## src/rtl/vrp_pkg.sv

```systemverilog
package vrp_pkg;

   localparam int COORD_BITS_DEF    = 16;
   localparam int FRACTION_BITS_DEF = 12;
   localparam int TRIG_FRAC         = 14;
   localparam int PIXEL_FRAC        = 4;
   localparam int DEPTH_FRAC        = 12;

   localparam int CSR_ADDR_BITS = 5;
   localparam int CSR_DATA_BITS = 32;

   localparam logic [2:0] REG_PLANE  = 3'd0;
   localparam logic [2:0] REG_COSINE = 3'd1;
   localparam logic [2:0] REG_SINE   = 3'd2;
   localparam logic [2:0] REG_DEPTH  = 3'd3;
   localparam logic [2:0] REG_WIDTH  = 3'd4;
   localparam logic [2:0] REG_HEIGHT = 3'd5;

   localparam logic [1:0] PLANE_XZ = 2'd0;
   localparam logic [1:0] PLANE_XY = 2'd1;
   localparam logic [1:0] PLANE_YZ = 2'd2;

   localparam logic [1:0]         RESET_PLANE  = PLANE_XZ;
   localparam logic signed [15:0] RESET_COSINE = 16'sd16384;
   localparam logic signed [15:0] RESET_SINE   = 16'sd0;
   localparam logic signed [15:0] RESET_DEPTH  = 16'sd4096;
   localparam logic [10:0]        RESET_SCREEN = 11'd700;

   // sideband that travels with an item through the divider cells
   typedef struct packed {
      logic sign_x;
      logic sign_y;
      logic zero;
      logic ovf_x;
      logic ovf_y;
   } flag_type;

endpackage

```

## src/rtl/vrp_div_cell.sv

```systemverilog
module vrp_div_cell #(
   parameter int CW = 36,
   parameter int ZW = 20,
   parameter int QB = 16,
   parameter int K  = 0
) (
   input  logic              clock,
   input  logic              reset,
   input  logic              in_valid,
   output logic              in_ready,
   input  logic [CW-1:0]     in_rem_x,
   input  logic [CW-1:0]     in_rem_y,
   input  logic [ZW-1:0]     in_den,
   input  logic [QB-1:0]     in_q_x,
   input  logic [QB-1:0]     in_q_y,
   input  vrp_pkg::flag_type in_flags,
   output logic              out_valid,
   input  logic              out_ready,
   output logic [CW-1:0]     out_rem_x,
   output logic [CW-1:0]     out_rem_y,
   output logic [ZW-1:0]     out_den,
   output logic [QB-1:0]     out_q_x,
   output logic [QB-1:0]     out_q_y,
   output vrp_pkg::flag_type out_flags
);
   import vrp_pkg::*;

   logic          v_ff;
   logic [CW-1:0] dsh;
   logic          ge_x, ge_y;
   logic [CW-1:0] rem_x_ff, rem_y_ff;
   logic [ZW-1:0] den_ff;
   logic [QB-1:0] q_x_ff, q_y_ff;
   flag_type      flags_ff;

   assign in_ready = !v_ff || out_ready;
   assign dsh  = CW'(in_den) << K;
   assign ge_x = (in_rem_x >= dsh);
   assign ge_y = (in_rem_y >= dsh);

   always_ff @(posedge clock) begin
      if (reset) v_ff <= 1'b0;
      else if (in_ready) v_ff <= in_valid;
   end

   // one restoring step per lane: settle quotient bit K
   always_ff @(posedge clock) begin
      if (in_ready) begin
         rem_x_ff <= ge_x ? in_rem_x - dsh : in_rem_x;
         rem_y_ff <= ge_y ? in_rem_y - dsh : in_rem_y;
         q_x_ff   <= in_q_x | (QB'(ge_x) << K);
         q_y_ff   <= in_q_y | (QB'(ge_y) << K);
         den_ff   <= in_den;
         flags_ff <= in_flags;
      end
   end

   assign out_valid = v_ff;
   assign out_rem_x = rem_x_ff;
   assign out_rem_y = rem_y_ff;
   assign out_den   = den_ff;
   assign out_q_x   = q_x_ff;
   assign out_q_y   = q_y_ff;
   assign out_flags = flags_ff;

endmodule

```

## config.mk

```make
export PLATFORM = sky130hd
export DESIGN_NAME = vrp_div_cell
export DESIGN_NICKNAME = d
export VERILOG_FILES = /design/src/rtl/vrp_pkg.sv /design/src/rtl/vrp_div_cell.sv
export SDC_FILE = /design/constraint.sdc
export NUM_CORES = 1
export LEC_CHECK = 0
export BUFFER_PORTS_ARGS = -buffer_cell sky130_fd_sc_hd__buf_2
export CAP_MARGIN = 20
export CORE_UTILIZATION = 54
export CTS_BUF_LIST = sky130_fd_sc_hd__clkbuf_16
export DETAILED_ROUTE_END_ITERATION = 6
export PLACE_DENSITY_LB_ADDON = 0.2
export SETUP_SLACK_MARGIN = 0.4
export SYNTH_ARGS = -nofsm -noshare
export SYNTH_HDL_FRONTEND = slang
export SYNTH_SLANG_ARGS = --single-unit
```

## constraint.sdc

```tcl
create_clock -name clock -period 15.35 [get_ports clock]
set_clock_uncertainty 0.15 [all_clocks]
set_input_delay 3.07 -clock clock [delete_from_list [all_inputs] [get_ports clock]]
set_output_delay 3.07 -clock clock [all_outputs]
set_load 0.005 [all_outputs]
```

==> impl_summary.txt <==
----------------------------------------------------
[Hold path]
  Classification of the worst-slack hold path ... reg2reg

[Final layout]
  Final Net Count ... 1098
  Final non-filler cell total ... 1113
  Fill count ... 959
  Share of post-route cells with drive strength above 1 ... 35.0%
  Area added between synthesis and finish ... 28.3%

[Route]
  Total vias in the final route ... just over 6000
  DRC viols ... 0
  Detailed-routing iteration count for the pre-antenna-repair pass ... 5
  Post-DRT Antenna Nets ... 0
  Total length of routed wires ... ~19000 µm
  Vias per cell ... 5.58
  Routed wire per std cell ... 17.1 µm
  Violation count after the first detailed-routing iteration ... 420

[Worst setup path]
  Cells along the critical path ... buf_2, nand2b_4, buf_2
  R2R Path End ... out_rem_x[19]
  R2r setup slk ... 13010 ps
  Setup crit end kind ... output port
  Startpoint of the worst-slack reg-to-reg timing path ... out_valid
  Logic depth of the worst setup path including buffers ... 3
  Data arrival, critical path ... between 4000 and 5000 ps
  Slowest cell on the critical path ... sky130_fd_sc_hd__nand2b_4
  Library cell appearing most often on the critical path ... sky130_fd_sc_hd__buf_2
  Critical path startpoint category ... primary input
  Data required time at the worst endpoint ... 12130 ps
  End point of the critical path ... in_ready
  Crit path from ... out_ready
  Cell family with the largest share of critical-path delay ... simple AND/OR/NAND/NOR gates
  Kind of critical path ... in2out
  Slowest cell delay on critical path ... between 600 and 700 ps
  WP buf/inv ... 2
  Top fanout value on the critical path ... 64
  FF-to-FF path depth ... 2

[Die]
  Number of I/O pins ... approximately 260
  Std-Cell Rows ... 42
  Die height ... 119 µm
  Initial Util ... between 50 and 60%
  Die footprint ... 14100 µm²
  Placeable core region ... ~13000 µm²
  DIE WIDTH ... 119 µm

[Clock tree]
  Register clock-pin slew on the reported worst setup and hold paths ... 60 ps
  Clk Tree Root Cell ... sky130_fd_sc_hd__clkbuf_16
  Clock tree sinks ... 130
  Post-CTS Setup Repair Bufs ... 0
  CTS-repair resized insts ... 0
  Maximum root-to-sink buffer count ... 2
  H-tree depth ... 4
  Clock latency on the worst-skew pair ... 420 ps
  Number of buffers inserted during clock tree synthesis ... 17
  Hold buffers post-CTS ... 0
  CTS tree ... done

[Placed design]
  Final weighted congestion in routability-driven placement ... 0.892
  Number of cells in the design after placement ... between 1000 and 1500
  Detailed Place HPWL ... 14800 µm
  IO buf count ... 263

[Global route]
  Pin count of the biggest net entering global routing ... a little under 70
  Number of antenna violations at the first check in global routing ... 0
  Global route total overflow ... 0
  Global-route wire length before repair ... 29300 µm
  Vias in the first global route ... 5956
  Overall fraction of global-route tracks in use ... 27.0%

[Synthesis]
  Post-synth top flop ... sky130_fd_sc_hd__edfxtp_1
  Area contributors post-synth ... sky130_fd_sc_hd__edfxtp_1 53%, sky130_fd_sc_hd__ha_1 6.8%, sky130_fd_sc_hd__xnor2_1 5.0%, sky130_fd_sc_hd__a21oi_1 4.7%, sky130_fd_sc_hd__nor2_1 3.5%
  Ys Warns ... 0
  Number of nets produced by synthesis ... 825
  Commonest cells in the netlist ... 129 x sky130_fd_sc_hd__edfxtp_1, 69 x sky130_fd_sc_hd__a21oi_1, 68 x sky130_fd_sc_hd__nor2_1, 42 x sky130_fd_sc_hd__xnor2_1, 40 x sky130_fd_sc_hd__ha_1
  Synthesized instance count ... 650
  Leading cell type by number of instances after synthesis ... sky130_fd_sc_hd__edfxtp_1
  Part of the Yosys area used for sequential elements ... 52.8%
  Number of synthesized flops with an enable pin ... 129
  Cell taking the most area after synthesis ... sky130_fd_sc_hd__edfxtp_1
  Async SR Flop Fraction ... 0%
  Portion of synthesized cell area occupied by the leading cell type ... 52.5%
  Number of synthesized register bits ... 130
  Library cells used by synthesis ... a little under 60
  Mean cell area of the mapped netlist ... around 11 µm²
  Area of the mapped netlist ... 7370 µm²

[Timing]
  Worst slew pin tran ... 876 ps
  Worst slew margin relative to its limit ... 41.6%
  Setup violation total in the final timing report ... 0
  Setup repair after global routing missed its margin ... false
  Share of the cycle needed by the critical path after routing ... 47.3%
  Fmax ... around 0.14 GHz
  Number of hold-slack violations in the final timing report ... 0
  Pins over their slew limit ... 0
  Post-layout minimum cycle time ... 7260 ps
  Setup Total Neg Slack ... 0 ps

[Pwr]
  Worst supply voltage drop on vdd ... 0.0000718 V
  Power per cell area ... roughly 110 nW/µm²
  Leakage ... 4.13 nW

[Status]
  Result of the run ... complete, no violations

[Flow run]
  Max cap viols ... 0

----------------------------------------------------
[cell type report]
type | instances | area, µm² | share of cell area, %
clock inverter | 15 | 159 | 1.68
sequential | 130 | 3890 | 41.2
timing repair buffer | 266 | 1340 | 14.2
multi-input combinational | 470 | 3280 | 34.6
antenna | 1 | 2.50 | 0.0265
tap | 176 | 220 | 2.33
clock buffer | 17 | 425 | 4.50
inverter | 38 | 143 | 1.51
[cells by family after synthesis]
kind of cell	Yosys count	synth area share [%]
and+or+nand+nor	191	13.3
AOI/OAI and AO/OA	155	13.2
DFF	130	52.8
xor gates and xnor gates	66	7.84
buffers and inverters	50	2.87
adders and majority gates	42	7.33
muxes	16	2.65
[worst min path at each step]
stage / from / endpoint / slack, ps / depth (start not counted)
2_1_floorplan: reset / out_valid / 2990 / 1
3_3_place_gp: out_valid / out_flags[2] / 990 / 1
3_5_place_dp: out_valid / out_q_x[12] / 1020 / 1
4_1_cts: out_valid / out_q_x[8] / 1030 / 1
5_1_grt: out_valid / out_q_y[12] / 1090 / 1
6_report: out_valid / out_q_y[12] / 1010 / 1
[state kept, by name (all words and copies together) (netlist names)]
signal / cells
out_rem_x: 36
out_rem_y: 36
out_den: 20
out_q_x: 16
out_q_y: 16
out_flags: 5
out_valid: 1
[metrics by stage]
step | cell area (µm²) | setup WS [ps] | utilization [%] | power (mW) | hold WS, ps
floorplan | 7370 | 5890 | - | 0.574 | 2990
global placement | 8870 | 8090 | 66.7 | 0.656 | 992
detailed placement | 8870 | 8070 | 66.7 | 0.663 | 1020
CTS | 9460 | 8070 | 71.1 | 1.06 | 1030
global route | 9460 | 7990 | 71.1 | 1.10 | 1090
finish | 9460 | 8090 | 71.1 | 1.05 | 1010
[layout by cell type, fill, tap and decap left out, types with 7 or more instances in the layout]
cell | netlist | final
sky130_fd_sc_hd__a21o_1 | 15 | 15
sky130_fd_sc_hd__xor2_1 | 24 | 24
sky130_fd_sc_hd__o21ai_0 | 20 | 20
sky130_fd_sc_hd__or3_1 | 7 | 7
sky130_fd_sc_hd__inv_1 | 38 | 38
sky130_fd_sc_hd__nand2_1 | 27 | 27
sky130_fd_sc_hd__ha_1 | 40 | 40
sky130_fd_sc_hd__mux2_2 | 12 | 12
sky130_fd_sc_hd__nand4_1 | 10 | 10
sky130_fd_sc_hd__a21oi_1 | 69 | 69
sky130_fd_sc_hd__inv_6 | 0 | 7
sky130_fd_sc_hd__nor2_1 | 68 | 68
sky130_fd_sc_hd__xnor2_1 | 42 | 42
sky130_fd_sc_hd__nand3_1 | 16 | 16
sky130_fd_sc_hd__buf_2 | 1 | 263
sky130_fd_sc_hd__o211ai_1 | 7 | 7
sky130_fd_sc_hd__edfxtp_1 | 129 | 129
sky130_fd_sc_hd__nor4_1 | 8 | 8
sky130_fd_sc_hd__clkbuf_16 | 0 | 17
sky130_fd_sc_hd__nor3_1 | 16 | 16
[power breakdown]
group / internal, mW / total, mW / switching (mW)
combinational: 0.0957 / 0.207 / 0.111
clock: 0.230 / 0.397 / 0.167
sequential: 0.440 / 0.451 / 0.0108
[worst register-to-register path, delay by kind of cell (launching register included)]
family	cells	cell delay, ps
buf+inv	1	800
flops	1	330
simple gates	1	610
[routing by layer]
layer,wire length (µm),global-route usage [%]
met1,7820,33.4
met2,9570,45.7
met3,1230,6.47
met4,387,10.4
met5,0,0
No activity file was read; power rests on OpenSTA's default activity.
