--- src/rtl/vrp_pkg.sv ---
package vrp_pkg;

   localparam int COORD_BITS_DEF    = 16;
   localparam int FRACTION_BITS_DEF = 12;
   localparam int TRIG_FRAC         = 14;
   localparam int PIXEL_FRAC        = 4;
   localparam int DEPTH_FRAC        = 12;

   localparam int CSR_ADDR_BITS = 5;
   localparam int CSR_DATA_BITS = 32;

   localparam logic [2:0] REG_PLANE  = 3'd0;
   localparam logic [2:0] REG_COSINE = 3'd1;
   localparam logic [2:0] REG_SINE   = 3'd2;
   localparam logic [2:0] REG_DEPTH  = 3'd3;
   localparam logic [2:0] REG_WIDTH  = 3'd4;
   localparam logic [2:0] REG_HEIGHT = 3'd5;

   localparam logic [1:0] PLANE_XZ = 2'd0;
   localparam logic [1:0] PLANE_XY = 2'd1;
   localparam logic [1:0] PLANE_YZ = 2'd2;

   localparam logic [1:0]         RESET_PLANE  = PLANE_XZ;
   localparam logic signed [15:0] RESET_COSINE = 16'sd16384;
   localparam logic signed [15:0] RESET_SINE   = 16'sd0;
   localparam logic signed [15:0] RESET_DEPTH  = 16'sd4096;
   localparam logic [10:0]        RESET_SCREEN = 11'd700;

   // sideband that travels with an item through the divider cells
   typedef struct packed {
      logic sign_x;
      logic sign_y;
      logic zero;
      logic ovf_x;
      logic ovf_y;
   } flag_type;

endpackage

--- src/rtl/vrp_front.sv ---
module vrp_front #(
   parameter int CB = vrp_pkg::COORD_BITS_DEF,
   parameter int FB = vrp_pkg::FRACTION_BITS_DEF,
   parameter int RW = CB + 3,
   parameter int ZW = 20,
   parameter int CW = 36
) (
   input  logic                 clock,
   input  logic                 reset,
   input  logic                 in_valid,
   output logic                 in_ready,
   input  logic signed [CB-1:0] in_x,
   input  logic signed [CB-1:0] in_y,
   input  logic signed [CB-1:0] in_z,
   input  logic [1:0]           plane,
   input  logic signed [15:0]   cosine,
   input  logic signed [15:0]   sine,
   input  logic signed [15:0]   depth,
   output logic                 out_valid,
   input  logic                 out_ready,
   output logic [CW-1:0]        out_rem_x,
   output logic [CW-1:0]        out_rem_y,
   output logic [ZW-1:0]        out_den,
   output vrp_pkg::flag_type    out_flags
);
   import vrp_pkg::*;

   localparam int PW = CB + 16;
   localparam int SW = CB + 17;
   localparam int UP = (FB >= DEPTH_FRAC) ? FB - DEPTH_FRAC : 0;
   localparam int DN = (FB < DEPTH_FRAC) ? DEPTH_FRAC - FB : 0;
   localparam int OW = (RW > ZW + 4) ? RW : ZW + 4;

   logic va_ff, vb_ff, vc_ff;
   logic rdy_a, rdy_b, rdy_c;

   logic signed [CB-1:0] op_a, op_b;
   logic signed [PW-1:0] ac_ff, bs_ff, as_ff, bc_ff;
   logic signed [CB-1:0] xa_ff, ya_ff, za_ff;
   logic [1:0]           pa_ff;

   logic signed [SW-1:0] s1, s2;
   logic signed [RW-1:0] r1, r2, rx_in, ry_in, rz_in;
   logic signed [ZW-1:0] d_ext, zd_in;
   logic signed [RW-1:0] rx_ff, ry_ff;
   logic signed [ZW-1:0] zd_ff;

   logic [RW-1:0] ax, ay;
   logic [ZW-1:0] den;
   logic [OW-1:0] den_sh;
   logic [CW-1:0] rem_x_ff, rem_y_ff;
   logic [ZW-1:0] den_ff;
   flag_type      flags_ff, flags_in;

   assign rdy_c    = !vc_ff || out_ready;
   assign rdy_b    = !vb_ff || rdy_c;
   assign rdy_a    = !va_ff || rdy_b;
   assign in_ready = rdy_a;

   always_ff @(posedge clock) begin
      if (reset) begin
         va_ff <= 1'b0;
         vb_ff <= 1'b0;
         vc_ff <= 1'b0;
      end else begin
         if (rdy_a) va_ff <= in_valid;
         if (rdy_b) vb_ff <= va_ff;
         if (rdy_c) vc_ff <= vb_ff;
      end
   end

   // pick the coordinate pair of the rotation plane
   always_comb begin
      case (plane)
         PLANE_XY: begin
            op_a = in_x;
            op_b = in_y;
         end
         PLANE_YZ: begin
            op_a = in_y;
            op_b = in_z;
         end
         default: begin
            op_a = in_x;
            op_b = in_z;
         end
      endcase
   end

   always_ff @(posedge clock) begin
      if (rdy_a) begin
         ac_ff <= PW'(op_a * cosine);
         bs_ff <= PW'(op_b * sine);
         as_ff <= PW'(op_a * sine);
         bc_ff <= PW'(op_b * cosine);
         xa_ff <= in_x;
         ya_ff <= in_y;
         za_ff <= in_z;
         pa_ff <= plane;
      end
   end

   always_comb begin
      s1 = SW'(ac_ff) - SW'(bs_ff) + SW'(1 <<< (TRIG_FRAC - 1));
      s2 = SW'(as_ff) + SW'(bc_ff) + SW'(1 <<< (TRIG_FRAC - 1));
      r1 = s1[TRIG_FRAC +: RW];
      r2 = s2[TRIG_FRAC +: RW];
      rx_in = RW'(xa_ff);
      ry_in = RW'(ya_ff);
      rz_in = RW'(za_ff);
      case (pa_ff)
         PLANE_XZ: begin
            rx_in = r1;
            rz_in = r2;
         end
         PLANE_XY: begin
            rx_in = r1;
            ry_in = r2;
         end
         PLANE_YZ: begin
            ry_in = r1;
            rz_in = r2;
         end
         default: ;
      endcase
      d_ext = (ZW'(depth) <<< UP) >>> DN;
      zd_in = ZW'(rz_in) + d_ext;
   end

   always_ff @(posedge clock) begin
      if (rdy_b) begin
         rx_ff <= rx_in;
         ry_ff <= ry_in;
         zd_ff <= zd_in;
      end
   end

   always_comb begin
      ax  = rx_ff[RW-1] ? RW'(-rx_ff) : RW'(rx_ff);
      ay  = ry_ff[RW-1] ? RW'(-ry_ff) : RW'(ry_ff);
      den = zd_ff[ZW-1] ? ZW'(-zd_ff) : ZW'(zd_ff);
      den_sh = OW'(den) << 4;
      flags_in.sign_x = rx_ff[RW-1] ^ zd_ff[ZW-1];
      flags_in.sign_y = ry_ff[RW-1] ^ zd_ff[ZW-1];
      flags_in.zero   = (zd_ff == '0);
      // quotient would need more than FB+4 bits
      flags_in.ovf_x  = (OW'(ax) >= den_sh);
      flags_in.ovf_y  = (OW'(ay) >= den_sh);
   end

   always_ff @(posedge clock) begin
      if (rdy_c) begin
         rem_x_ff <= CW'(ax) << FB;
         rem_y_ff <= CW'(ay) << FB;
         den_ff   <= den;
         flags_ff <= flags_in;
      end
   end

   assign out_valid = vc_ff;
   assign out_rem_x = rem_x_ff;
   assign out_rem_y = rem_y_ff;
   assign out_den   = den_ff;
   assign out_flags = flags_ff;

endmodule

--- config.mk ---
export PLATFORM = sky130hd
export DESIGN_NAME = vrp_front
export DESIGN_NICKNAME = d
export VERILOG_FILES = /design/src/rtl/vrp_pkg.sv /design/src/rtl/vrp_front.sv
export SDC_FILE = /design/constraint.sdc
export NUM_CORES = 2
export LEC_CHECK = 0
export BUFFER_PORTS_ARGS = -buffer_cell sky130_fd_sc_hd__clkbuf_2
export CAP_MARGIN = 20
export CORE_MARGIN = 8
export CORE_UTILIZATION = 55
export DETAILED_ROUTE_END_ITERATION = 8
export PLACE_DENSITY_LB_ADDON = 0.15
export SYNTH_ARGS = -nofsm -noshare
export SYNTH_HDL_FRONTEND = slang
export SYNTH_SLANG_ARGS = --single-unit
export TNS_END_PERCENT = 10
--- constraint.sdc ---
create_clock -name clock -period 12.3 [get_ports clock]
set_input_delay 2.46 -clock clock [delete_from_list [all_inputs] [get_ports clock]]
set_output_delay 2.46 -clock clock [all_outputs]
set_load 0.01 [all_outputs]
==> impl_metrics.env <==
export IMPL_dp_hpwl_mm=114.4
export IMPL_setup_violations=0
export IMPL_fin_nets=7284
export IMPL_drcViolationCount=0
export IMPL_start_util=0.5541
export IMPL_worstPathRequired_ps=12630
export IMPL_clkTransAtPathRegs_ps=60
export IMPL_nFillCells=8613
export IMPL_outcome="complete, no violations"
export IMPL_fin_crit_ps=10170
export IMPL_grt_pass1_wl_mm=228.1
export IMPL_top_level_ports=201
export IMPL_report_final_slew_viol_count=0
export IMPL_dr_first_iter_drc_count=2174
export IMPL_grt_util_all_layers=0.2613
export IMPL_drive_gt1_frac=0.06418
export IMPL_rsz0062_at_grt="no"
export IMPL_core_area_mm2=0.1000
export IMPL_avgSynthCellArea_um2=9.901
export IMPL_yosys_area_share_xor_xnor=0.03667
export IMPL_tightest_slew_ps=1042
export IMPL_grt_max_degree=71
export IMPL_holdCritPathClass="reg -> reg"
export IMPL_dieArea_mm2=0.1112
export IMPL_path_max_fanout=30
export IMPL_critPathLaunchType="primary input"
export IMPL_die_h_um=333.4
export IMPL_tritoncts="done"
export IMPL_vias=38334
export IMPL_ys_seq_area_frac=0.1631
export IMPL_ctsHoldBuffers=0
export IMPL_synth_top_cells_by_count="inv_1, fa_1, nand2_1"
export IMPL_postCtsResizedCells=0
export IMPL_grt_pass1_vias=42032
export IMPL_cts_buffers=39
export IMPL_slew_limit_headroom=0.3051
export IMPL_avgViaCountPerCell=5.508
export IMPL_final_setup_tns_ps=0
export IMPL_synth_area_leaders="fa_1, edfxtp_1, ha_1, inv_1, and2_1"
export IMPL_synth_edf_count=299
export IMPL_cts_buffer_depth=3
export IMPL_max_clock_freq_mhz=98.30
export IMPL_yosys_area_share_adder=0.4935
export IMPL_gp_congestion=0.9158
export IMPL_drt_pass1_iter_count=6
export IMPL_syn_inst=5597
export IMPL_synth_top_family_by_area="adder cells"
export IMPL_antenna_left=0
export IMPL_portBuffers=166
export IMPL_post_drt_wl_per_cell_um=20.60
export IMPL_netlist_area_mm2=0.05541
export IMPL_fp_row_count=116
export IMPL_ys_warnings_count=0
export IMPL_ys_ff_latch=302
export IMPL_synth_cell_types=76
export IMPL_yosys_most_used_dff="edfxtp_1"
export IMPL_critPathCaptureType="flip-flop"
export IMPL_ctsHtreeMaxLevel=2
export IMPL_path_class="in -> reg"
export IMPL_async_flop_share=0
export IMPL_muxShareOfSynthArea=0.01362
export IMPL_syn2layout_area_growth_pct=5.792
export IMPL_postRouteWirelength_mm=143.4
export IMPL_antenna_found_initial=17
export IMPL_yosysTopAreaCellShare=0.3790
export IMPL_clock_skew_ps=37.69
export IMPL_grt_remaining_overflow=0
export IMPL_yosysMostFrequentCell="inv_1"
export IMPL_fin_crit_sh=0.8270
export IMPL_hold_violations=0
export IMPL_drv_cap=0
export IMPL_synth_top_area_cell="fa_1"
export IMPL_yosys_area_share_simple=0.1285
export IMPL_cts_root_buf="clkbuf_16"
export IMPL_clock_latency_ps=600
export IMPL_synth_compound_area_frac=0.06130
export IMPL_clock_sinks=302
export IMPL_arrival_ps=10510
export IMPL_post_cts_setup_buffer_count=0
export IMPL_die_w_um=333.4
## area by class of cell
class / instances / area (um2) / share of cell area
Antenna cell: 6 / 15.01 / 0.0002561
Clock buffer: 42 / 1008 / 0.01720
Clock inverter: 29 / 356.6 / 0.006083
Inverter: 1244 / 4669 / 0.07965
Multi-Input combinational cell: 3837 / 40790 / 0.6958
Sequential cell: 302 / 9039 / 0.1542
Tap cell: 1298 / 1624 / 0.02770
Timing Repair Buffer: 202 / 1121 / 0.01912
## metrics by stage
stage	util	area [um2]	setup WS [ps]	cells	hold slack (ps)
floorplan	-	55540	2671	5630	431.7
global placement	0.5721	57210	1709	6882	455.9
detailed placement	0.5724	57240	1564	6883	463.2
CTS	0.5861	58610	2195	6954	479.3
global route	0.5861	58610	1812	6954	504.9
finish	0.5862	58620	2127	6960	470.0
## placed cells by master (no fill, tap or decap), types with 35 or more instances in the layout
master	Yosys	layout
a21o_1	72	72
a21oi_1	139	139
and2_1	510	510
buf_4	34	35
clkbuf_16	0	40
clkbuf_2	0	166
edfxtp_1	299	299
fa_1	1049	1049
ha_1	507	507
inv_1	1242	1240
mux2_2	59	59
nand2_1	568	567
nor2_1	167	166
nor3_1	36	36
o21ai_0	87	87
xnor2_1	185	185
xor2_1	47	47
## routing by layer
metal	track usage	part of all wire
met1	0.3327	0.41
met2	0.4516	0.48
met3	0.04981	0.078
met4	0.08089	0.031
met5	0	0.00052
## logic make-up after synthesis
logic type	Yosys count
fa+ha+maj	1556
buf+inv	1491
simple gates	1438
compound gates	509
flops	302
xor+xnor	232
mux	68
other cells	1
## sequential cells by signal, indices dropped and copies added (netlist names), 16 cells and up
| name | cells |
|---|---|
| bc_ff | 32 |
| zd_ff | 20 |
| ry_ff | 19 |
| as_ff | 32 |
| bs_ff | 32 |
| out_den | 20 |
| ya_ff | 16 |
| out_rem_x | 19 |
| out_rem_y | 19 |
| za_ff | 16 |
| rx_ff | 19 |
| xa_ff | 16 |
| ac_ff | 32 |
## critical path: stages
cell       delay, ps
clkbuf_2         110
nor2b_2          810
buf_4            290
mux2_2           600
and2_1           290
fa_1             530
inv_1             50
fa_1             510
fa_1             520
inv_1             50
fa_1             490
fa_1             490
inv_1             50
fa_1             480
inv_1             40
ha_1             320
a21o_1           200
a21oi_1          300
nor3b_1          240
a2bb2oi_1        160
a41oi_1          450
a21oi_1          210
a211o_1          330
a31o_2           240
a21oi_1          170
xnor2_1           70
## final timing paths
path | startpoint | end | slack [ps] | depth (start not counted)
max | plane[1] | ac_ff[31]$_DFFE_PP_ | 2130 | 26
min | vb_ff$_SDFFE_PP0P_ | out_valid$_SDFFE_PP0P_ | 470 | 2
max reg2reg | as_ff[7]$_DFFE_PP_ | zd_ff[18]$_DFFE_PP_ | 6140 | 22
min reg2reg | vb_ff$_SDFFE_PP0P_ | out_valid$_SDFFE_PP0P_ | 470 | 2
Power is not shown: default switching activity piles up to over one toggle a cycle in this logic, so the estimate is an artifact.
