<file path="src/rtl/vrp_pkg.sv">
package vrp_pkg;

   localparam int COORD_BITS_DEF    = 16;
   localparam int FRACTION_BITS_DEF = 12;
   localparam int TRIG_FRAC         = 14;
   localparam int PIXEL_FRAC        = 4;
   localparam int DEPTH_FRAC        = 12;

   localparam int CSR_ADDR_BITS = 5;
   localparam int CSR_DATA_BITS = 32;

   localparam logic [2:0] REG_PLANE  = 3'd0;
   localparam logic [2:0] REG_COSINE = 3'd1;
   localparam logic [2:0] REG_SINE   = 3'd2;
   localparam logic [2:0] REG_DEPTH  = 3'd3;
   localparam logic [2:0] REG_WIDTH  = 3'd4;
   localparam logic [2:0] REG_HEIGHT = 3'd5;

   localparam logic [1:0] PLANE_XZ = 2'd0;
   localparam logic [1:0] PLANE_XY = 2'd1;
   localparam logic [1:0] PLANE_YZ = 2'd2;

   localparam logic [1:0]         RESET_PLANE  = PLANE_XZ;
   localparam logic signed [15:0] RESET_COSINE = 16'sd16384;
   localparam logic signed [15:0] RESET_SINE   = 16'sd0;
   localparam logic signed [15:0] RESET_DEPTH  = 16'sd4096;
   localparam logic [10:0]        RESET_SCREEN = 11'd700;

   // sideband that travels with an item through the divider cells
   typedef struct packed {
      logic sign_x;
      logic sign_y;
      logic zero;
      logic ovf_x;
      logic ovf_y;
   } flag_type;

endpackage

</file>
<file path="src/rtl/vrp_back.sv">
module vrp_back #(
   parameter int FB = vrp_pkg::FRACTION_BITS_DEF,
   parameter int QB = FB + 4
) (
   input  logic               clock,
   input  logic               reset,
   input  logic               in_valid,
   output logic               in_ready,
   input  logic [QB-1:0]      in_q_x,
   input  logic [QB-1:0]      in_q_y,
   input  vrp_pkg::flag_type  in_flags,
   input  logic [10:0]        screen_w,
   input  logic [10:0]        screen_h,
   output logic               out_valid,
   input  logic               out_ready,
   output logic signed [15:0] pixel_x,
   output logic signed [15:0] pixel_y,
   output logic               depth_zero,
   output logic               clipped
);
   import vrp_pkg::*;

   localparam int UW = FB + 5;
   localparam int MW = UW + 12;
   localparam int SH = FB + 1 - PIXEL_FRAC;
   localparam logic [QB-1:0]      LIM = QB'(8) << FB;
   localparam logic signed [UW-1:0] ONE = UW'(1) <<< FB;

   logic vd_ff, ve_ff, rdy_d, rdy_e;
   logic clx, cly;
   logic [QB-1:0] mx, my;
   logic signed [UW-1:0] qxs, qys, upx, upy;
   logic signed [MW-1:0] prod_x_ff, prod_y_ff, rx, ry;
   logic qclip_ff, zero_ff;
   logic px_hi, px_lo, py_hi, py_lo;
   logic signed [15:0] px_ff, py_ff, px_in, py_in;
   logic zero_out_ff, clip_ff, clip_in;

   assign rdy_e    = !ve_ff || out_ready;
   assign rdy_d    = !vd_ff || rdy_e;
   assign in_ready = rdy_d;

   always_ff @(posedge clock) begin
      if (reset) begin
         vd_ff <= 1'b0;
         ve_ff <= 1'b0;
      end else begin
         if (rdy_d) vd_ff <= in_valid;
         if (rdy_e) ve_ff <= vd_ff;
      end
   end

   // clamp the quotients to +-8, apply sign, offset by one
   always_comb begin
      clx = in_flags.ovf_x || (in_q_x > LIM);
      cly = in_flags.ovf_y || (in_q_y > LIM);
      mx  = clx ? LIM : in_q_x;
      my  = cly ? LIM : in_q_y;
      qxs = in_flags.sign_x ? -UW'(mx) : UW'(mx);
      qys = in_flags.sign_y ? -UW'(my) : UW'(my);
      upx = ONE + qxs;
      upy = ONE - qys;
   end

   always_ff @(posedge clock) begin
      if (rdy_d) begin
         prod_x_ff <= MW'(upx * $signed({1'b0, screen_w}));
         prod_y_ff <= MW'(upy * $signed({1'b0, screen_h}));
         qclip_ff  <= clx || cly;
         zero_ff   <= in_flags.zero;
      end
   end

   always_comb begin
      rx = (prod_x_ff + MW'(1 <<< (SH - 1))) >>> SH;
      ry = (prod_y_ff + MW'(1 <<< (SH - 1))) >>> SH;
      px_hi = rx > MW'(32767);
      px_lo = rx < -MW'(32768);
      py_hi = ry > MW'(32767);
      py_lo = ry < -MW'(32768);
      px_in = px_hi ? 16'sh7FFF : (px_lo ? 16'sh8000 : rx[15:0]);
      py_in = py_hi ? 16'sh7FFF : (py_lo ? 16'sh8000 : ry[15:0]);
      clip_in = qclip_ff || px_hi || px_lo || py_hi || py_lo;
      if (zero_ff) begin
         px_in   = 16'({screen_w, 3'b000});
         py_in   = 16'({screen_h, 3'b000});
         clip_in = 1'b0;
      end
   end

   always_ff @(posedge clock) begin
      if (rdy_e) begin
         px_ff       <= px_in;
         py_ff       <= py_in;
         zero_out_ff <= zero_ff;
         clip_ff     <= clip_in;
      end
   end

   assign out_valid  = ve_ff;
   assign pixel_x    = px_ff;
   assign pixel_y    = py_ff;
   assign depth_zero = zero_out_ff;
   assign clipped    = clip_ff;

endmodule

</file>
<file path="config.mk">
export PLATFORM = sky130hd
export DESIGN_NAME = vrp_back
export DESIGN_NICKNAME = d
export VERILOG_FILES = /design/src/rtl/vrp_pkg.sv /design/src/rtl/vrp_back.sv
export SDC_FILE = /design/constraint.sdc
export NUM_CORES = 1
export LEC_CHECK = 0
export ABC_AREA = 1
export BUFFER_PORTS_ARGS = -buffer_cell sky130_fd_sc_hd__buf_2
export CAP_MARGIN = 20
export CORE_UTILIZATION = 49
export CTS_BUF_LIST = sky130_fd_sc_hd__clkbuf_8
export DETAILED_ROUTE_END_ITERATION = 8
export HOLD_SLACK_MARGIN = 0.08
export PLACE_DENSITY = 0.69
export SKIP_LAST_GASP = 1
export SYNTH_ARGS = -nofsm -noshare
export SYNTH_HDL_FRONTEND = slang
export SYNTH_SLANG_ARGS = --single-unit
</file>
<file path="constraint.sdc">
create_clock -name clock -period 9.7 [get_ports clock]
set_clock_uncertainty 0.1 [all_clocks]
set_input_delay 1.94 -clock clock [delete_from_list [all_inputs] [get_ports clock]]
set_output_delay 1.94 -clock clock [all_outputs]
set_load 0.02 [all_outputs]
</file>
==> impl_metrics.csv, run 1 <==
group,metric,value,unit
sta,relSlewSlack,52.7,%
min_path,min_path_type,"flip-flop to flip-flop",
global_routing,grt_overflow_total,0,
synth,syn_area,0.0196,sq mm
clock_tree,cts.htree.levels,3,
finish,final_cell_mix,"596 x inv_1, 491 x nand2_1, 336 x fa_1, 279 x nor2_1, 126 x ha_1",
floorplan,core-area,0.0391,sq mm
sta,fmax,109,MHz
synth,synth_edf_count,78,
worst_setup_path,cpMostUsedCell,"nand2_1",
finish,n_fill_cell,3779,
floorplan,ios,99,
clock_tree,post_cts_buffers,0,
worst_setup_path,cp_slowest_cell,"fa_1",
worst_setup_path,start_kind,"input pin",
sta,finalHoldViolations,0,
floorplan,start_util,50.2,%
synth,syn_avg_cell_area,7.77,sq um
worst_setup_path,r2r_setup_slack,6.30,ns
worst_setup_path,worstRegToRegCells,19,
placement,gp_congestion,0.998,
worst_setup_path,slowest_delay,0.55,ns
clock_tree,hold_buffers,0,
clock_tree,cts_root_buf,"clkbuf_8",
clock_tree,cts.sinks,80,
clock_tree,cts_max_path_buffers,2,
sta,period_minus_slack,9.20,ns
floorplan,die_area,0.0409,sq mm
finish,drive_gt1_share,7.88,%
placement,dp_hpwl,43.2,mm
sta,finalSetupTns,0,ns
route,totalWireLength,49.9,mm
placement,place_area,0.0206,sq mm
global_routing,grt_first_pass_wirelength,83.2,mm
clock_tree,clock_latency,0.37,ns
global_routing,antenna_found_initial,0,
clock_tree,clk_pin_slew,0.08,ns
flow_run,cap_violations,0,
finish,fin_nets,3123,
synth,synth_top_cell_by_area,"fa_1",
worst_setup_path,cp.arrival,9.20,ns
synth,synth_cells,2527,
worst_setup_path,path_delay_family,"adder cells",
sta,drv_slew,0,
global_routing,grt_usage,25.2,%
worst_setup_path,critPathMaxFanout,18,
worst_setup_path,required,9.70,ns
synth,async_flop_share,0,%
route,routed_via_density,5.30,
synth,syn-num-nets,3052,
sta,worstMarginPinSlew,0.708,ns
synth,ys.flop_type,"edfxtp_1",
route,ant_nets,0,
synth,synth.top_cell.area_share,34.2,%
route,wl_per_cell,16.0,um
clock_tree,tritoncts,"built",
clock_tree,cts_resized,0,
route,drc,0,
synth,ys.warnings.count,0,
min_path,hold_path_depth,2,
min_path,whs_endpoint,"out_valid$_SDFFE_PP0P_",
sta,setup_viol,0,
global_routing,grt_max_degree,47,
floorplan,die-width,202,um
synth,netlist_top_cells_area,"fa_1 34%, edfxtp_1 12%, inv_1 11%",
worst_setup_path,worst-path-buf-inv,6,
clock_tree,cts_buffers,9,
route,drt-initial-drc-count,1316,
floorplan,die_y,202,um
floorplan,row_count,72,
min_path,hold_path.startpoint,"vd_ff$_SDFFE_PP0P_",
finish,layout_commonest_cell,"inv_1",
finish,final_cell_area,0.0209,sq mm
status,status,"finished, final reports clean",
route,first_pass_iters,7,
sta,rsz0062_at_grt,"no",
worst_setup_path,rr_endpoint,"pixel_y[13]$_DFFE_PP_",
synth,synth-seq-cells,80,
synth,synth_cell_type_count,60,
finish,area_growth,6.27,%
synth,yosysSeqAreaShare,12.1,%
worst_setup_path,end_kind,"flip-flop",
worst_setup_path,path_class,"input pin to flip-flop",
global_routing,first_global_vias,16800,
placement,numPortBuffers,98,
sta,fin_crit_sh,94.8,%
finish,n_antenna_cell,0,
worst_setup_path,rr_startpoint,"prod_y_ff[8]$_DFFE_PP_",
route,via_count,16500,
## worst max-delay path by stage
stage                     startpoint                       to  slack, ns  cells past startpoint
after floorplan            in_q_y[1]  prod_y_ff[25]$_DFFE_PP_       0.98                     41
after global placement    in_q_x[11]  prod_x_ff[28]$_DFFE_PP_       0.28                     36
after detailed placement  in_q_x[11]  prod_x_ff[27]$_DFFE_PP_       0.14                     32
after CTS                 in_q_x[11]  prod_x_ff[28]$_DFFE_PP_       0.53                     36
after global routing       in_q_x[9]  prod_x_ff[26]$_DFFE_PP_       0.05                     33
final                      in_q_x[9]  prod_x_ff[27]$_DFFE_PP_       0.50                     32
## cell families (layout without fill, tap and decap cells)
| logic type | count (synthesis) | in the layout | synth area share [%] |
|---|---|---|---|
| buffers and inverters | 668 | 744 | 13.0 |
| AO/OA/AOI/OAI | 213 | 213 | 6.34 |
| XOR/XNOR | 79 | 79 | 3.73 |
| flip-flops | 80 | 80 | 12.1 |
| AND/OR/NAND/NOR | 1025 | 1025 | 22.5 |
| adder cells (fa/ha/maj) | 462 | 462 | 42.3 |
## final cells by class
type / instances / area, sq um / area share, %
Sequential cell: 80 / 2380 / 11.4
Tap cell: 518 / 648 / 3.10
Inverter: 618 / 2320 / 11.1
Timing Repair Buffer: 110 / 581 / 2.78
Clock buffer: 9 / 124 / 0.593
Multi-Input combinational cell: 1779 / 14700 / 70.5
Clock inverter: 7 / 97.6 / 0.468
## flip-flops by register name, summed over array words and instances (netlist names)
name	count
prod_x_ff	21
prod_y_ff	21
pixel_x	16
pixel_y	16
clipped	1
depth_zero	1
out_valid	1
qclip_ff	1
vd_ff	1
zero_ff	1
## cells in the mapped netlist, types with 12 or more instances
library cell and instances:
a21oi_1 108, a31oi_1 12, clkbuf_1 38, edfxtp_1 78, fa_1 336, ha_1 126
inv_1 595, inv_2 15, nand2_1 491, nand2_2 18, nand3_1 108, nand4_1 29
nor2_1 279, nor3_1 35, nor4_1 17, o21ai_0 44, xnor2_1 22, xor2_1 53
## stage by stage
step | util (%) | hold slack, ns | setup slack, ns | instances
6_report | 53.4 | 0.362 | 0.500 | 3121
5_1_grt | 53.4 | 0.386 | 0.0472 | 3121
4_1_cts | 53.4 | 0.364 | 0.531 | 3121
3_5_place_dp | 52.8 | 0.349 | 0.138 | 3105
3_3_place_gp | 52.8 | 0.348 | 0.277 | 3105
2_1_floorplan | - | 0.324 | 0.978 | 2527
## routing by layer
metal / GRT usage, % / up-vias / part of all wire (%)
met3: 3.42 / 76 / 6.9
met2: 40.6 / 570 / 46
met1: 35.8 / 8072 / 45
met5: 0 / - / 0
li1: - / 7821 / -
met4: 6.69 / 0 / 1.9
## worst min-delay path: cells and delay by family, from the launching register on
kind / cells / cell delay, ns
compound gates: 1 / 0.05
flops: 1 / 0.33
buf+inv: 1 / 0.05
Power of run 1 is not shown: default switching activity piles up to over one toggle a cycle in this logic, so the estimate is an artifact.
==> run 2: changes to the inputs <==
Settings changed: PLACE_DENSITY 0.69 to 0.62, SLEW_MARGIN set to 10.
==> run 2 against run 1 <==
  * Clock-buffer cell count up 1
  * Cell count did not move
  * Sequential cell count did not move
  * Critical endpoint is now prod_x_ff[26]$_DFFE_PP_
  * Highest routed layer unchanged
==> impl_metrics.csv, run 2 (synthesis results as in run 1) <==
group,metric,value,unit
clock_tree,clk_pin_slew,0.07,ns
finish,final_cell_mix,"597 x inv_1, 491 x nand2_1, 335 x fa_1, 277 x nor2_1, 126 x ha_1",
worst_setup_path,path_delay_family,"adder cells",
min_path,hold_path_depth,2,
status,status,"finished, final reports clean",
clock_tree,cts.sinks,80,
placement,dp_hpwl,45.1,mm
floorplan,die_y,202,um
finish,drive_gt1_share,7.91,%
worst_setup_path,critPathMaxFanout,18,
worst_setup_path,cp.arrival,9.27,ns
clock_tree,cts_max_path_buffers,2,
min_path,min_path_type,"flip-flop to flip-flop",
worst_setup_path,path_class,"input pin to flip-flop",
finish,layout_commonest_cell,"inv_1",
sta,drv_slew,0,
clock_tree,clock_latency,0.36,ns
worst_setup_path,start_kind,"input pin",
sta,rsz0062_at_grt,"no",
floorplan,ios,99,
clock_tree,tritoncts,"built",
global_routing,grt_first_pass_wirelength,84.9,mm
finish,n_antenna_cell,0,
placement,numPortBuffers,98,
worst_setup_path,required,9.77,ns
route,first_pass_iters,5,
route,topRoutingLayerUsed,"met4",
floorplan,row_count,72,
route,drc,0,
sta,setup_viol,0,
global_routing,grt_max_degree,47,
global_routing,antenna_found_initial,0,
floorplan,die-width,202,um
sta,finalHoldViolations,0,
worst_setup_path,end_kind,"flip-flop",
finish,largestRegisters,"prod_x_ff: 21 flops, prod_y_ff: 21 flops",
route,routed_via_density,5.28,
sta,worstMarginPinSlew,0.900,ns
sta,fmax,109,MHz
sta,finalSetupTns,0,ns
route,drt-met1-wl,24.4,mm
worst_setup_path,worstRegToRegCells,19,
route,met3WireLength,3.60,mm
worst_setup_path,worst-path-stages,31,
route,dr_wl_met2,22.9,mm
sta,relSlewSlack,39.8,%
worst_setup_path,worst-path-buf-inv,6,
global_routing,first_global_vias,16300,
sta,period_minus_slack,9.20,ns
clock_tree,cts.htree.levels,3,
route,wl_per_cell,16.5,um
worst_setup_path,cp_slowest_cell,"fa_1",
route,totalWireLength,51.6,mm
floorplan,core-area,0.0391,sq mm
floorplan,die_area,0.0409,sq mm
worst_setup_path,slowest_delay,0.54,ns
finish,area_growth,6.25,%
floorplan,start_util,50.2,%
flow_run,cap_violations,0,
route,ant_nets,0,
clock_tree,cts_buffers,9,
finish,fin_nets,3123,
global_routing,grt_overflow_total,0,
placement,gp_congestion,0.921,
route,via_count,16500,
global_routing,grt_usage,25.9,%
route,drt-initial-drc-count,1254,
sta,fin_crit_sh,94.8,%
clock_tree,cts_root_buf,"clkbuf_8",
==> run 2: cell count changes in the layout (fill, tap and decap cells not counted), sizes merged <==
cell      delta
clkbuf       +1
clkinv       -1
clkinvlp     -1
inv          +1
==> run 2: timing repair <==
| item | 4_1_cts | 5_1_grt |
|---|---|---|
| gates resized for setup | 0 | 3 |
| hold buffers | 0 | 0 |
| setup endpoints to repair | 0 | 5 |
| buffers inserted | 0 | 0 |
==> run 2: path summary, 6_finish.rpt <==
kind | startpoint | endpoint | slack, ns
worst max-delay path | in_q_x[9] | prod_x_ff[26]$_DFFE_PP_ | 0.50
worst min-delay path | vd_ff$_SDFFE_PP0P_ | out_valid$_SDFFE_PP0P_ | 0.38
worst max register to register | prod_y_ff[8]$_DFFE_PP_ | pixel_y[12]$_DFFE_PP_ | 6.43
worst min register to register | vd_ff$_SDFFE_PP0P_ | out_valid$_SDFFE_PP0P_ | 0.38
==> run 2: per-layer routing <==
layer / vias up / GRT usage, %
li1: 7831 / -
met1: 8044 / 38.7
met2: 543 / 40.4
met3: 52 / 3.61
met4: 0 / 4.62
met5: - / 0
==> run 2: per-stage QoR <==
step	setup slack, ns	hold slack, ns	util (%)	cell area (sq um)	std cells
detailed placement	0.0620	0.361	52.8	20600	3105
CTS	0.390	0.372	53.4	20900	3121
finish	0.502	0.377	53.4	20900	3121
global route	0.00609	0.404	53.4	20900	3121
floorplan	0.978	0.324	-	19600	2527
global placement	0.0758	0.347	52.8	20600	3105
==> run 2: cell type report <==
class,instances,area [sq um]
Multi-Input combinational cell,1779,14700
Fill cell,3850,18200
Clock buffer,10,138
Tap cell,518,648
Clock inverter,6,77.6
Sequential cell,80,2380
Inverter,618,2320
Timing Repair Buffer,110,581
==> run 2: worst reg2reg max path, cell delays in order, from the launching register on <==
cell and delay, ns:
edfxtp_1 0.39, ha_1 0.24, nand2_1 0.08, nor2_2 0.12
nand3_1 0.12, nor2_1 0.11, nand2_1 0.12, nor2_2 0.17
nand3_2 0.12, nor2_2 0.13, nand2_1 0.08, nor2_1 0.08
nand2_1 0.06, or2_0 0.19, nand2_1 0.28, inv_1 0.12
nand2_2 0.12, nand2_2 0.15, a21oi_1 0.17, nor2_1 0.07
Power of run 2 is left out for the same reason.
==> run 3: changes to the inputs <==
==> constraint.sdc (replaced) <==
create_clock -name clock -period 11.38 [get_ports clock]
set_clock_uncertainty 0.1 [all_clocks]
set_input_delay 1.138 -clock clock [delete_from_list [all_inputs] [get_ports clock]]
set_output_delay 1.138 -clock clock [all_outputs]
set_load 0.02 [all_outputs]
==> run 3 against run 2 <==
  * Core utilization fell by 0.11 points
  * Critical endpoint is now prod_y_ff[25]$_DFFE_PP_
  * Worst hold slack got worse by 0.0048 ns
  * Register-to-register slack improved by 1.6 ns
  * Setup slack improved by 1.4 ns
  * Sequential share of layout area barely moved
  * Cell count fell by 0.32%
  * Cell area fell by 0.20%
  * Non-clock buffer count fell by 10
  * Critical path depth rose by 8
  * Routed wire length fell by 0.88%
  * First-iteration DRC count fell by 2.7%
  * Via count fell by 1.0%
==> impl_metrics.csv, run 3 (synthesis results as in run 1) <==
group,metric,value,unit
placement,numPortBuffers,98,
floorplan,die_area,0.0409,sq mm
global_routing,grt_max_degree,36,
worst_setup_path,end_kind,"flip-flop",
sta,period_minus_slack,9.50,ns
sta,relSlewSlack,41.6,%
finish,fin_nets,3113,
worst_setup_path,required,11.39,ns
sta,setup_viol,0,
global_routing,antenna_found_initial,2,
clock_tree,cts_resized,0,
clock_tree,cts_buffers,9,
global_routing,grt_usage,25.8,%
worst_setup_path,slowest_delay,0.65,ns
sta,fmax,105,MHz
flow_run,cap_violations,0,
clock_tree,cts_root_buf,"clkbuf_8",
finish,multi_input_area,0.0147,sq mm
route,wl_per_cell,16.4,um
finish,n_fill_cell,3836,
floorplan,die-width,202,um
route,drc,0,
finish,largestRegisters,"prod_x_ff: 21 flops, prod_y_ff: 21 flops",
worst_setup_path,start_kind,"input pin",
floorplan,row_count,72,
sta,finalSetupTns,0,ns
finish,final_cell_mix,"595 x inv_1, 491 x nand2_1, 336 x fa_1, 279 x nor2_1, 126 x ha_1",
worst_setup_path,critPathMaxFanout,29,
clock_tree,clock_latency,0.36,ns
clock_tree,cts.sinks,80,
placement,dp_hpwl,44.6,mm
sta,finalHoldViolations,0,
placement,gp_congestion,0.915,
floorplan,die_y,202,um
worst_setup_path,path_class,"input pin to flip-flop",
finish,layout_commonest_cell,"inv_1",
clock_tree,hold_buffers,0,
global_routing,first_global_vias,16100,
route,drt-initial-drc-count,1220,
clock_tree,post_cts_buffers,0,
worst_setup_path,r2r_setup_slack,8.06,ns
route,routed_via_density,5.24,
floorplan,core-area,0.0391,sq mm
status,status,"finished, final reports clean",
route,totalWireLength,51.1,mm
finish,regArea,0.00238,sq mm
route,via_count,16300,
floorplan,start_util,50.2,%
min_path,min_path_type,"flip-flop to flip-flop",
global_routing,grt_overflow_total,0,
worst_setup_path,cpMostUsedCell,"nand2_1",
finish,area_growth,6.04,%
clock_tree,clk_pin_slew,0.09,ns
route,ant_nets,0,
floorplan,ios,99,
sta,fin_crit_sh,83.5,%
worst_setup_path,cp.arrival,9.51,ns
worst_setup_path,cp_slowest_cell,"nand2_1",
sta,rsz0062_at_grt,"no",
finish,n_antenna_cell,0,
route,first_pass_iters,5,
global_routing,grt_first_pass_wirelength,84.0,mm
clock_tree,tritoncts,"built",
sta,worstMarginPinSlew,0.874,ns
clock_tree,cts_max_path_buffers,2,
sta,drv_slew,0,
clock_tree,cts.htree.levels,3,
finish,drive_gt1_share,7.52,%
-- run 3: per-layer routing --
metal  wire length (um)  share of wire, %  GRT usage [%]  up-vias
met4                631               1.2           4.16        4
met3               3830               7.5           4.77       52
li1                   -                 -              -     7816
met2              22600                44           40.2      536
met5                 27             0.053              0        -
met1              24000                47           37.9     7897
-- run 3: per-stage QoR --
stage                     cells  cell area, sq um  setup slack (ns)  hold WS, ns  util, %
after global routing       3111             20800              1.35        0.396     53.3
after global placement     3094             20600              1.73        0.344     52.6
after floorplan            2527             19600              3.46        0.324        -
after detailed placement   3095             20600              1.65        0.354     52.6
final                      3111             20800              1.88        0.372     53.3
after CTS                  3111             20800              2.00        0.370     53.3
-- run 3: worst paths after layout --
| kind | startpoint | to | cells after the start |
|---|---|---|---|
| hold / removal | vd_ff$_SDFFE_PP0P_ | out_valid$_SDFFE_PP0P_ | 2 |
| setup / recovery | in_q_y[2] | prod_y_ff[25]$_DFFE_PP_ | 39 |
| setup reg to reg | prod_y_ff[8]$_DFFE_PP_ | pixel_y[9]$_DFFE_PP_ | 19 |
| hold reg to reg | vd_ff$_SDFFE_PP0P_ | out_valid$_SDFFE_PP0P_ | 2 |
-- run 3: layout make-up --
class                   count  share of cell area [%]
well taps                 518                    3.11
flip-flops and latches     80                    11.4
clock buffers               9                   0.595
multi-input cells        1779                    70.7
inverters                 618                    11.1
repair buffers            100                    2.49
clock inverters             7                   0.577
-- run 3: critical path: cells and delay by family --
family          cells  cell delay (ns)
simple gates       19             3.45
fa+ha+maj           7             3.15
buf+inv             9             1.09
compound gates      3             0.50
xor+xnor            1             0.16
Power of run 3 is left out for the same reason.
